**src/hdl/meua_pkg.sv**
```systemverilog
// ---------------------------------------------------------------------------
// meua_pkg
// Field widths, stream packing offsets and constants of the multi-turn
// encoder unwrapper with moving-average delta filter.
// ---------------------------------------------------------------------------
package meua_pkg;

   // Input fields
   localparam int FRAME_W = 32;
   localparam int ANGLE_W = 13;
   localparam int SPEED_W = 16;

   // Configuration register
   localparam int CAL_W = 16;
   localparam logic [CAL_W-1:0] CAL_FRAMES_RESET = 16'd50;

   // Result fields
   localparam int TURN_W = 16;
   localparam int POS_W  = 30;
   localparam int STEP_W = 14;
   localparam int MEAN_W = 14;
   localparam int DEG_W  = 48;

   // Encoder geometry
   localparam int HALF_TURN = 4096;
   localparam int FULL_TURN = 8192;

   // 360/8192 degrees per count in Q16.16 is exactly 2880
   localparam int DEG_K_W = 13;
   localparam logic signed [DEG_K_W-1:0] DEG_PER_COUNT_Q16 = 13'sd2880;

   // Turn counter limits
   localparam logic signed [TURN_W-1:0] TURN_MAX = 16'sh7fff;
   localparam logic signed [TURN_W-1:0] TURN_MIN = 16'sh8000;

   // Default depth of the delta ring
   localparam int AVERAGE_DEPTH_DEFAULT = 8;

   // Request tdata packing, lowest bit first
   localparam int REQ_FRAME_LSB = 0;
   localparam int REQ_ANGLE_LSB = REQ_FRAME_LSB + FRAME_W;
   localparam int REQ_SPEED_LSB = REQ_ANGLE_LSB + ANGLE_W;
   localparam int REQ_USED      = REQ_SPEED_LSB + SPEED_W;
   localparam int REQ_TDATA_W   = ((REQ_USED + 7) / 8) * 8;

   // Response tdata packing, lowest bit first
   localparam int RSP_TURN_LSB  = 0;
   localparam int RSP_POS_LSB   = RSP_TURN_LSB + TURN_W;
   localparam int RSP_STEP_LSB  = RSP_POS_LSB + POS_W;
   localparam int RSP_MEAN_LSB  = RSP_STEP_LSB + STEP_W;
   localparam int RSP_DEG_LSB   = RSP_MEAN_LSB + MEAN_W;
   localparam int RSP_SPEED_LSB = RSP_DEG_LSB + DEG_W;
   localparam int RSP_USED      = RSP_SPEED_LSB + SPEED_W;
   localparam int RSP_TDATA_W   = ((RSP_USED + 7) / 8) * 8;
   localparam int RSP_TUSER_W   = 1;

endpackage

```
**src/hdl/meua_ram.sv**
```systemverilog
// ---------------------------------------------------------------------------
// meua_ram
// Simple dual-port RAM: one write port, one read port with registered data.
// A read at the address being written returns the old contents.
// ---------------------------------------------------------------------------
module meua_ram #(
   parameter int WIDTH = 14,
   parameter int DEPTH = 8,
   parameter int AW    = (DEPTH > 1) ? $clog2(DEPTH) : 1
) (
   input  logic             clock,
   input  logic             wr_en,
   input  logic [AW-1:0]    wr_addr,
   input  logic [WIDTH-1:0] wr_data,
   input  logic             rd_en,
   input  logic [AW-1:0]    rd_addr,
   output logic [WIDTH-1:0] rd_data
);

   logic [WIDTH-1:0] mem_ff [DEPTH];
   logic [WIDTH-1:0] rd_data_ff;

   // Write port
   always_ff @(posedge clock) begin
      if (wr_en) begin
         mem_ff[wr_addr] <= wr_data;
      end
   end

   // Registered read port
   always_ff @(posedge clock) begin
      if (rd_en) begin
         rd_data_ff <= mem_ff[rd_addr];
      end
   end

   assign rd_data = rd_data_ff;

endmodule

```
**src/hdl/multiturn_encoder_unwrap_averager_unit.sv**
```systemverilog
// ---------------------------------------------------------------------------
// multiturn_encoder_unwrap_averager_unit
// Unwraps a 13-bit absolute encoder angle into a multi-turn position,
// latches a bias during calibration frames and keeps a moving average of
// the unwrapped angle steps in a ring held in RAM.
// ---------------------------------------------------------------------------
//
//  Channel   Direction  Handshake              Payload
//  req_*     in         req_tvalid/req_tready  tdata: frame, angle, speed
//  rsp_*     out        rsp_tvalid/rsp_tready  tdata: results, tuser: calib
//  csr_*     in         csr_wr_en              calibration_frames
//
//  One request per cycle sustained while rsp_tready is high. The ring RAM
//  is read at acceptance and written when the request leaves the first
//  stage, with a bypass for a read of that slot. Reset is synchronous and
//  clears the ring's per-slot valid bits at once, so no clearing pass is
//  needed. With rsp_tready low the output register holds, the two inner
//  stages fill, then req_tready drops.
// ---------------------------------------------------------------------------
module multiturn_encoder_unwrap_averager_unit #(
   parameter int AVERAGE_DEPTH = meua_pkg::AVERAGE_DEPTH_DEFAULT
) (
   input  logic                               clock,
   input  logic                               reset,
   // configuration
   input  logic                               csr_wr_en,
   input  logic [meua_pkg::CAL_W-1:0]         csr_wr_data,
   // request channel
   input  logic                               req_tvalid,
   output logic                               req_tready,
   // frame_index[31:0], angle_raw[44:32], speed_rpm[60:45], zero pad
   input  logic [meua_pkg::REQ_TDATA_W-1:0]   req_tdata,
   // response channel
   output logic                               rsp_tvalid,
   input  logic                               rsp_tready,
   // turn_count[15:0], multi_turn_position[45:16], step_delta[59:46],
   // mean_delta[73:60], angle_deg_q16[121:74], speed_out[137:122], zero pad
   output logic [meua_pkg::RSP_TDATA_W-1:0]   rsp_tdata,
   // calibrating[0]
   output logic [meua_pkg::RSP_TUSER_W-1:0]   rsp_tuser
);

   import meua_pkg::*;

   localparam int PW    = (AVERAGE_DEPTH > 1) ? $clog2(AVERAGE_DEPTH) : 1;
   localparam int MAGW  = $clog2(HALF_TURN * AVERAGE_DEPTH + 1);
   localparam int SW    = MAGW + 1;
   localparam int SHIFT = MAGW + $clog2(AVERAGE_DEPTH);
   localparam int RW    = SHIFT + 1;
   localparam int RECIP = ((1 << SHIFT) + AVERAGE_DEPTH - 1) / AVERAGE_DEPTH;
   localparam int PRODW = MAGW + RW;
   localparam int DPW   = POS_W + DEG_K_W;
   localparam logic [PW-1:0] LAST_SLOT = PW'(AVERAGE_DEPTH - 1);

   // ---------------- handshake and stage enables ----------------
   logic en_out, en2, en1, mv1, mv2, accept;

   logic rsp_valid_ff, s1_valid_ff, s2_valid_ff;

   assign en_out     = !rsp_valid_ff || rsp_tready;
   assign en2        = !s2_valid_ff || en_out;
   assign en1        = !s1_valid_ff || en2;
   assign mv2        = s2_valid_ff && en_out;
   assign mv1        = s1_valid_ff && en2;
   assign req_tready = en1;
   assign accept     = req_tvalid && en1;

   // ---------------- architectural state ----------------
   logic        [CAL_W-1:0]   cal_frames_ff;
   logic        [ANGLE_W-1:0] bias_ff;
   logic        [ANGLE_W-1:0] prev_ff;
   logic signed [TURN_W-1:0]  turns_ff;
   logic        [PW-1:0]      ring_pos_ff;
   logic signed [SW-1:0]      ring_sum_ff;
   logic [AVERAGE_DEPTH-1:0]  slot_valid_ff;

   // ---------------- stage 0: unwrap at acceptance ----------------
   logic        [FRAME_W-1:0] frame_s0;
   logic        [ANGLE_W-1:0] angle_s0;
   logic        [SPEED_W-1:0] speed_s0;
   logic                      calib_s0;
   logic signed [STEP_W-1:0]  diff_s0, step_s0, off_s0;
   logic signed [TURN_W-1:0]  turns_s0;
   logic signed [POS_W-1:0]   pos_s0;
   logic        [PW-1:0]      ring_pos_in;

   assign frame_s0 = req_tdata[REQ_FRAME_LSB +: FRAME_W];
   assign angle_s0 = req_tdata[REQ_ANGLE_LSB +: ANGLE_W];
   assign speed_s0 = req_tdata[REQ_SPEED_LSB +: SPEED_W];

   always_comb begin
      calib_s0 = (frame_s0 <= FRAME_W'(cal_frames_ff));
      diff_s0  = $signed({1'b0, angle_s0}) - $signed({1'b0, prev_ff});
      off_s0   = $signed({1'b0, angle_s0}) - $signed({1'b0, bias_ff});
      turns_s0 = turns_ff;
      // unwrap at half a turn, saturate the turn counter
      if (diff_s0 < -$signed(STEP_W'(HALF_TURN))) begin
         step_s0 = diff_s0 + STEP_W'(FULL_TURN);
         if (turns_ff != TURN_MAX) begin
            turns_s0 = turns_ff + 16'sd1;
         end
      end else if (diff_s0 > $signed(STEP_W'(HALF_TURN))) begin
         step_s0 = diff_s0 - STEP_W'(FULL_TURN);
         if (turns_ff != TURN_MIN) begin
            turns_s0 = turns_ff - 16'sd1;
         end
      end else begin
         step_s0 = diff_s0;
      end
      if (calib_s0) begin
         step_s0  = '0;
         turns_s0 = turns_ff;
         pos_s0   = $signed(POS_W'(angle_s0));
      end else begin
         pos_s0   = {turns_s0[TURN_W-1], turns_s0, angle_s0};
      end
      ring_pos_in = (ring_pos_ff == LAST_SLOT) ? '0 : ring_pos_ff + 1'b1;
   end

   // Update bias, previous angle, turns and ring pointer
   always_ff @(posedge clock) begin
      if (reset) begin
         bias_ff     <= '0;
         prev_ff     <= '0;
         turns_ff    <= '0;
         ring_pos_ff <= '0;
      end else if (accept) begin
         prev_ff <= angle_s0;
         if (calib_s0) begin
            bias_ff <= angle_s0;
         end else begin
            turns_ff    <= turns_s0;
            ring_pos_ff <= ring_pos_in;
         end
      end
   end

   // Take configuration writes
   always_ff @(posedge clock) begin
      if (reset) begin
         cal_frames_ff <= CAL_FRAMES_RESET;
      end else if (csr_wr_en) begin
         cal_frames_ff <= csr_wr_data;
      end
   end

   // ---------------- delta ring RAM ----------------
   logic                     rd_en, wr_en;
   logic [STEP_W-1:0]        rd_data;
   logic                     fwd_ff, rd_valid_ff;
   logic [STEP_W-1:0]        fwd_data_ff;

   logic                     s1_calib_ff;
   logic [PW-1:0]            s1_slot_ff;
   logic signed [STEP_W-1:0] s1_step_ff, s1_off_ff;
   logic signed [TURN_W-1:0] s1_turns_ff;
   logic signed [POS_W-1:0]  s1_pos_ff;
   logic [SPEED_W-1:0]       s1_speed_ff;

   assign rd_en = accept && !calib_s0;
   assign wr_en = mv1 && !s1_calib_ff;

   meua_ram #(
      .WIDTH (STEP_W),
      .DEPTH (AVERAGE_DEPTH),
      .AW    (PW)
   ) u_ring (
      .clock   (clock),
      .wr_en   (wr_en),
      .wr_addr (s1_slot_ff),
      .wr_data (s1_step_ff),
      .rd_en   (rd_en),
      .rd_addr (ring_pos_ff),
      .rd_data (rd_data)
   );

   // Capture bypass and slot validity alongside the RAM read
   always_ff @(posedge clock) begin
      if (rd_en) begin
         fwd_ff      <= wr_en && (s1_slot_ff == ring_pos_ff);
         fwd_data_ff <= s1_step_ff;
         rd_valid_ff <= slot_valid_ff[ring_pos_ff];
      end
   end

   // Mark slots written since reset
   always_ff @(posedge clock) begin
      if (reset) begin
         slot_valid_ff <= '0;
      end else if (wr_en) begin
         slot_valid_ff[s1_slot_ff] <= 1'b1;
      end
   end

   // ---------------- stage 1 registers ----------------
   always_ff @(posedge clock) begin
      if (reset) begin
         s1_valid_ff <= 1'b0;
      end else if (en1) begin
         s1_valid_ff <= accept;
      end
   end

   always_ff @(posedge clock) begin
      if (accept) begin
         s1_calib_ff <= calib_s0;
         s1_slot_ff  <= ring_pos_ff;
         s1_step_ff  <= step_s0;
         s1_off_ff   <= off_s0;
         s1_turns_ff <= turns_s0;
         s1_pos_ff   <= pos_s0;
         s1_speed_ff <= speed_s0;
      end
   end

   // ---------------- stage 1: ring sum and angle product ----------------
   logic signed [STEP_W-1:0] old_s1;
   logic signed [SW-1:0]     sum_s1;
   logic signed [POS_W-1:0]  deg_base_s1;
   logic signed [DPW-1:0]    deg_prod_s1;
   logic        [MAGW-1:0]   mag_s1;

   always_comb begin
      if (fwd_ff) begin
         old_s1 = fwd_data_ff;
      end else if (rd_valid_ff) begin
         old_s1 = rd_data;
      end else begin
         old_s1 = '0;
      end
      sum_s1      = ring_sum_ff + SW'(s1_step_ff) - SW'(old_s1);
      mag_s1      = sum_s1[SW-1] ? MAGW'(-sum_s1) : MAGW'(sum_s1);
      deg_base_s1 = POS_W'(s1_off_ff) + {s1_turns_ff[TURN_W-1], s1_turns_ff, {ANGLE_W{1'b0}}};
      deg_prod_s1 = DPW'(deg_base_s1) * DPW'(DEG_PER_COUNT_Q16);
   end

   // Hold the running sum
   always_ff @(posedge clock) begin
      if (reset) begin
         ring_sum_ff <= '0;
      end else if (wr_en) begin
         ring_sum_ff <= sum_s1;
      end
   end

   // ---------------- stage 2 registers ----------------
   logic                     s2_calib_ff, s2_neg_ff;
   logic [MAGW-1:0]          s2_mag_ff;
   logic signed [STEP_W-1:0] s2_step_ff;
   logic signed [TURN_W-1:0] s2_turns_ff;
   logic signed [POS_W-1:0]  s2_pos_ff;
   logic signed [DEG_W-1:0]  s2_deg_ff;
   logic [SPEED_W-1:0]       s2_speed_ff;

   always_ff @(posedge clock) begin
      if (reset) begin
         s2_valid_ff <= 1'b0;
      end else if (en2) begin
         s2_valid_ff <= s1_valid_ff;
      end
   end

   always_ff @(posedge clock) begin
      if (mv1) begin
         s2_calib_ff <= s1_calib_ff;
         s2_neg_ff   <= sum_s1[SW-1];
         s2_mag_ff   <= mag_s1;
         s2_step_ff  <= s1_step_ff;
         s2_turns_ff <= s1_turns_ff;
         s2_pos_ff   <= s1_pos_ff;
         s2_deg_ff   <= DEG_W'(deg_prod_s1);
         s2_speed_ff <= s1_speed_ff;
      end
   end

   // ---------------- stage 2: mean by reciprocal, held values ----------------
   logic [PRODW-1:0]         quo_prod_s2;
   logic [MEAN_W-1:0]        quo_s2;
   logic signed [MEAN_W-1:0] mean_s2, mean_out;
   logic signed [DEG_W-1:0]  deg_out;
   logic [SPEED_W-1:0]       speed_out;

   logic signed [MEAN_W-1:0] held_mean_ff;
   logic signed [DEG_W-1:0]  held_deg_ff;
   logic [SPEED_W-1:0]       held_speed_ff;

   always_comb begin
      quo_prod_s2 = PRODW'(s2_mag_ff) * PRODW'(RECIP);
      quo_s2      = quo_prod_s2[SHIFT +: MEAN_W];
      mean_s2     = s2_neg_ff ? -$signed(quo_s2) : $signed(quo_s2);
      mean_out    = s2_calib_ff ? held_mean_ff  : mean_s2;
      deg_out     = s2_calib_ff ? held_deg_ff   : s2_deg_ff;
      speed_out   = s2_calib_ff ? held_speed_ff : s2_speed_ff;
   end

   // Hold the last tracking frame's mean, angle and speed
   always_ff @(posedge clock) begin
      if (reset) begin
         held_mean_ff  <= '0;
         held_deg_ff   <= '0;
         held_speed_ff <= '0;
      end else if (mv2 && !s2_calib_ff) begin
         held_mean_ff  <= mean_s2;
         held_deg_ff   <= s2_deg_ff;
         held_speed_ff <= s2_speed_ff;
      end
   end

   // ---------------- output register ----------------
   logic [RSP_TDATA_W-1:0] rsp_data_ff;
   logic [RSP_TUSER_W-1:0] rsp_user_ff;

   always_ff @(posedge clock) begin
      if (reset) begin
         rsp_valid_ff <= 1'b0;
      end else if (en_out) begin
         rsp_valid_ff <= s2_valid_ff;
      end
   end

   always_ff @(posedge clock) begin
      if (mv2) begin
         rsp_data_ff <= {{(RSP_TDATA_W - RSP_USED){1'b0}}, speed_out, deg_out,
                         mean_out, s2_step_ff, s2_pos_ff, s2_turns_ff};
         rsp_user_ff <= RSP_TUSER_W'(s2_calib_ff);
      end
   end

   assign rsp_tvalid = rsp_valid_ff;
   assign rsp_tdata  = rsp_data_ff;
   assign rsp_tuser  = rsp_user_ff;

endmodule

```
**config.mk**
```make
export PLATFORM = sky130hd
export DESIGN_NAME = multiturn_encoder_unwrap_averager_unit
export DESIGN_NICKNAME = d
export VERILOG_FILES = /design/src/hdl/meua_pkg.sv /design/src/hdl/meua_ram.sv /design/src/hdl/multiturn_encoder_unwrap_averager_unit.sv
export SDC_FILE = /design/constraint.sdc
export NUM_CORES = 1
export LEC_CHECK = 0
export ABC_AREA = 1
export BUFFER_PORTS_ARGS = -buffer_cell sky130_fd_sc_hd__buf_2
export CAP_MARGIN = 20
export CORE_UTILIZATION = 65
export CTS_CLUSTER_SIZE = 25
export DETAILED_ROUTE_END_ITERATION = 8
export PLACE_DENSITY = 0.84
export SETUP_SLACK_MARGIN = 0.4
export SLEW_MARGIN = 25
export SYNTH_ARGS = -nofsm -noshare
export SYNTH_HDL_FRONTEND = slang
export SYNTH_HIERARCHICAL = 1
export SYNTH_SLANG_ARGS = --single-unit
```
**constraint.sdc**
```tcl
create_clock -name clock -period 10.3 [get_ports clock]
set_clock_uncertainty 0.15 [all_clocks]
set_input_delay 1.03 -clock clock [delete_from_list [all_inputs] [get_ports clock]]
set_output_delay 1.03 -clock clock [all_outputs]
set_load 0.03 [all_outputs]
```
==> run summary <==
All-Layer GR Usage -> 0.262
slew margin rel. -> 0.319
Post-synth EDFFs -> 489
die area -> 51,200 µm²
clk sinks -> 645
async set or reset register ratio after synthesis -> 0
Root Driver -> clkbuf_16
Flop pwr share -> 0.317
Comb power frac -> 0.484
Via Count -> 22,662
PortBufs -> 216
cell family with most CP delay -> adder cells
Final Max Slew Viols -> 0
critical path fanouts, max -> 17
Synth Instances -> 3,311
final net count -> 3,850
Power Internal -> 6.57 mW
final core utilization -> 0.736
Worst Setup SP -> s1_off_ff[13]
Initial Util -> 0.663
Switching Fraction -> 0.406
Clock transition at path regs -> 60 ps
fraction of power consumed by the clock network -> 0.199
Yosys Warn Count -> 6
Bufs and invs on worst path -> 4
CTS Buf Count -> 60
total grt overflow -> 0
element type at the critical path end -> flop
Slew @ Worst Pin -> 1020 ps
sequential-to-total area share from yosys stat -> 0.545
Via density -> 5.36
#FFs+latches synth -> 645
GP Congestion -> 0.908
area grow syn2layout -> 10.9%
Setup-failing EPs final -> 0
initial antenna violation count -> 2
HPWL after DPL -> 45,600 µm
Routed Wire Length -> 65,900 µm
post-route ant nets -> 0
share of cells above drive strength 1 -> 0.126
Filler cells -> 3,384
startpoint type of the worst setup path -> flop
Die Y -> 226 µm
RSZ-0062 raised after global routing -> false
crit path kind -> reg2reg
synthesized area -> 32,700 µm²
CTS Hold Bufs -> 0
Max Cap Violations -> 0
hold_sp -> s2_turns_ff[15]
type of the most critical hold path -> reg2reg
Fmax achieved -> 147 MHz
final hold viol count -> 0
# DRC -> 0
vias in the first global route -> 21,877
Tot Pwr -> 11.1 mW
Largest stage delay, worst path -> 750 ps
CTS tree -> done
die width -> 226 µm
cts repair resizes -> 0
minimum hold slack -> 266 ps
WP data required -> 10,530 ps
first-pass GRT wire length -> 106,000 µm
post-route setup TNS -> 0 ps
H-tree levels -> 2
I/O Pins -> 232
Netlist cell types -> 55
CP Data Arrival Time -> 7060 ps
leakage -> 16.1 nW
period utilization -> 0.663
drt wl/cell -> 15.6 µm
row cnt -> 81
Min Clock Period, post-route -> 6830 ps
drt pass-1 iters -> 5
largest net degree at the start of global routing -> 124
CP max-delay cell -> edfxtp_1
P_sw -> 4.49 mW
worst r2r src -> s1_off_ff[13]
Core Area -> 49,300 µm²
Clk Latency, worst-skew pair -> 630 ps
outcome -> finished clean
1st-iter DRT viols -> 1,349
CTS max path bufs -> 3
Power per Cell Area -> 305 nW/µm²
Mean Syn Cell Area -> 9.87 µm²
main flop type after synthesis -> edfxtp_1
Post CTS Setup Buffer Count -> 0
VDD IR-drop max -> 0.000390 V
-- cells in the mapped netlist (4+ instances only) --
master    number  share of area
a21oi_2        6         0.0016
nor4_1        16         0.0031
nand3_2       15         0.0046
buf_4         21         0.0048
edfxtp_1     489           0.45
fa_1          75          0.046
nand3_1      155          0.024
buf_2         10         0.0015
nand4_1       27         0.0052
a21o_1        10         0.0023
inv_2         50         0.0057
o31ai_1        5         0.0011
xor2_1        64          0.017
nand2_2        9         0.0017
nor3_1        20         0.0031
nor3_2         4         0.0012
inv_1        570          0.065
buf_6         10         0.0034
buf_1          7        0.00080
a21oi_1      249          0.038
ha_1         174          0.067
clkbuf_1      59         0.0068
dfxtp_1      156          0.096
xnor2_1       28         0.0075
nor2_2         5        0.00096
o21ai_0      272          0.042
a31oi_1        8         0.0015
clkinv_2       6        0.00092
o211ai_1       5         0.0011
nand2_1      621          0.071
nor2_1       125          0.014
-- sequential cells by signal, indices dropped and copies added (netlist names), 14 cells and up --
signal,cells
s2_turns_ff,16
s1_off_ff,14
fwd_data_ff,14
u_ring/rd_data,14
s1_step_ff,14
s2_pos_ff,29
rsp_tdata,126
s2_deg_ff,37
s2_step_ff,14
held_speed_ff,16
held_mean_ff,14
held_deg_ff,37
u_ring/mem_ff,112
s1_turns_ff,16
turns_ff,16
ring_sum_ff,17
s1_pos_ff,29
cal_frames_ff,16
s1_speed_ff,16
s2_speed_ff,16
-- cell usage in the layout, fill, tap and decap left out, types with 6 or more instances in the layout --
| cell | instances |
|---|---|
| a31oi_1 | 8 |
| a21oi_1 | 249 |
| buf_2 | 216 |
| nand3_1 | 155 |
| fa_1 | 75 |
| nor2_2 | 6 |
| a21oi_2 | 6 |
| clkbuf_1 | 21 |
| o21ai_0 | 272 |
| xnor2_1 | 28 |
| clkbuf_8 | 8 |
| nand4_1 | 27 |
| inv_1 | 565 |
| conb_1 | 12 |
| inv_2 | 50 |
| nor2_1 | 123 |
| nand2_2 | 9 |
| nor4_1 | 16 |
| clkbuf_16 | 61 |
| edfxtp_1 | 489 |
| buf_4 | 22 |
| nand2_1 | 621 |
| dfxtp_1 | 155 |
| a21o_1 | 10 |
| clkinv_2 | 15 |
| nor3_1 | 20 |
| ha_1 | 174 |
| nand3_2 | 15 |
| xor2_1 | 64 |
-- power by group through the flow --
stage	Sequential [mW]	Clock (mW)	Combinational (mW)
after floorplan	3.55	0	4.09
after global placement	3.55	0	5.14
after detailed placement	3.56	0	5.27
after CTS	3.51	2.24	5.32
after global routing	3.53	2.33	6.10
final	3.51	2.21	5.35
-- metal layers --
metal,up-vias,wire length [µm],GRT usage
li1,11260,-,-
met1,10608,28000,0.340
met2,686,32500,0.453
met3,108,3840,0.0372
met4,0,1650,0.0835
met5,-,0,0
-- metrics by stage --
step / cell area, µm² / instances / worst slack (ps)
after floorplan: 32700 / 3322 / 4330
after global placement: 34300 / 4118 / 3710
after detailed placement: 34300 / 4118 / 3570
after CTS: 36200 / 4230 / 3570
after global routing: 36200 / 4231 / 2980
final: 36200 / 4231 / 3470
-- cells by family after synthesis --
kind of cell / count (synthesis) / synth area share
xor gates and xnor gates: 96 / 0.0270
and+or+nand+nor: 1015 / 0.134
DFF: 645 / 0.545
other: 1 / 0.000115
AOI/OAI and AO/OA: 570 / 0.0912
buffers and inverters: 735 / 0.0898
adders and majority gates: 249 / 0.113
-- final cells by class --
cell class,instances,area [µm²],area share
sequential,645,17800,0.491
clock buffer,91,1720,0.0475
antenna,1,2.50,0.0000690
inverter,628,2380,0.0656
timing repair buffer,239,1260,0.0347
tap,664,831,0.0229
multi-input combinational,1942,12000,0.331
clock inverter,21,263,0.00725
-- worst paths after layout --
path / end / slack, ps / depth (start not counted)
hold reg to reg: rsp_tdata[15] / 270 / 0
setup / recovery: s2_deg_ff[42] / 3470 / 25
hold / removal: rsp_tdata[15] / 270 / 0
setup reg to reg: s2_deg_ff[42] / 3470 / 25
Power figures use the tool's default switching activity.
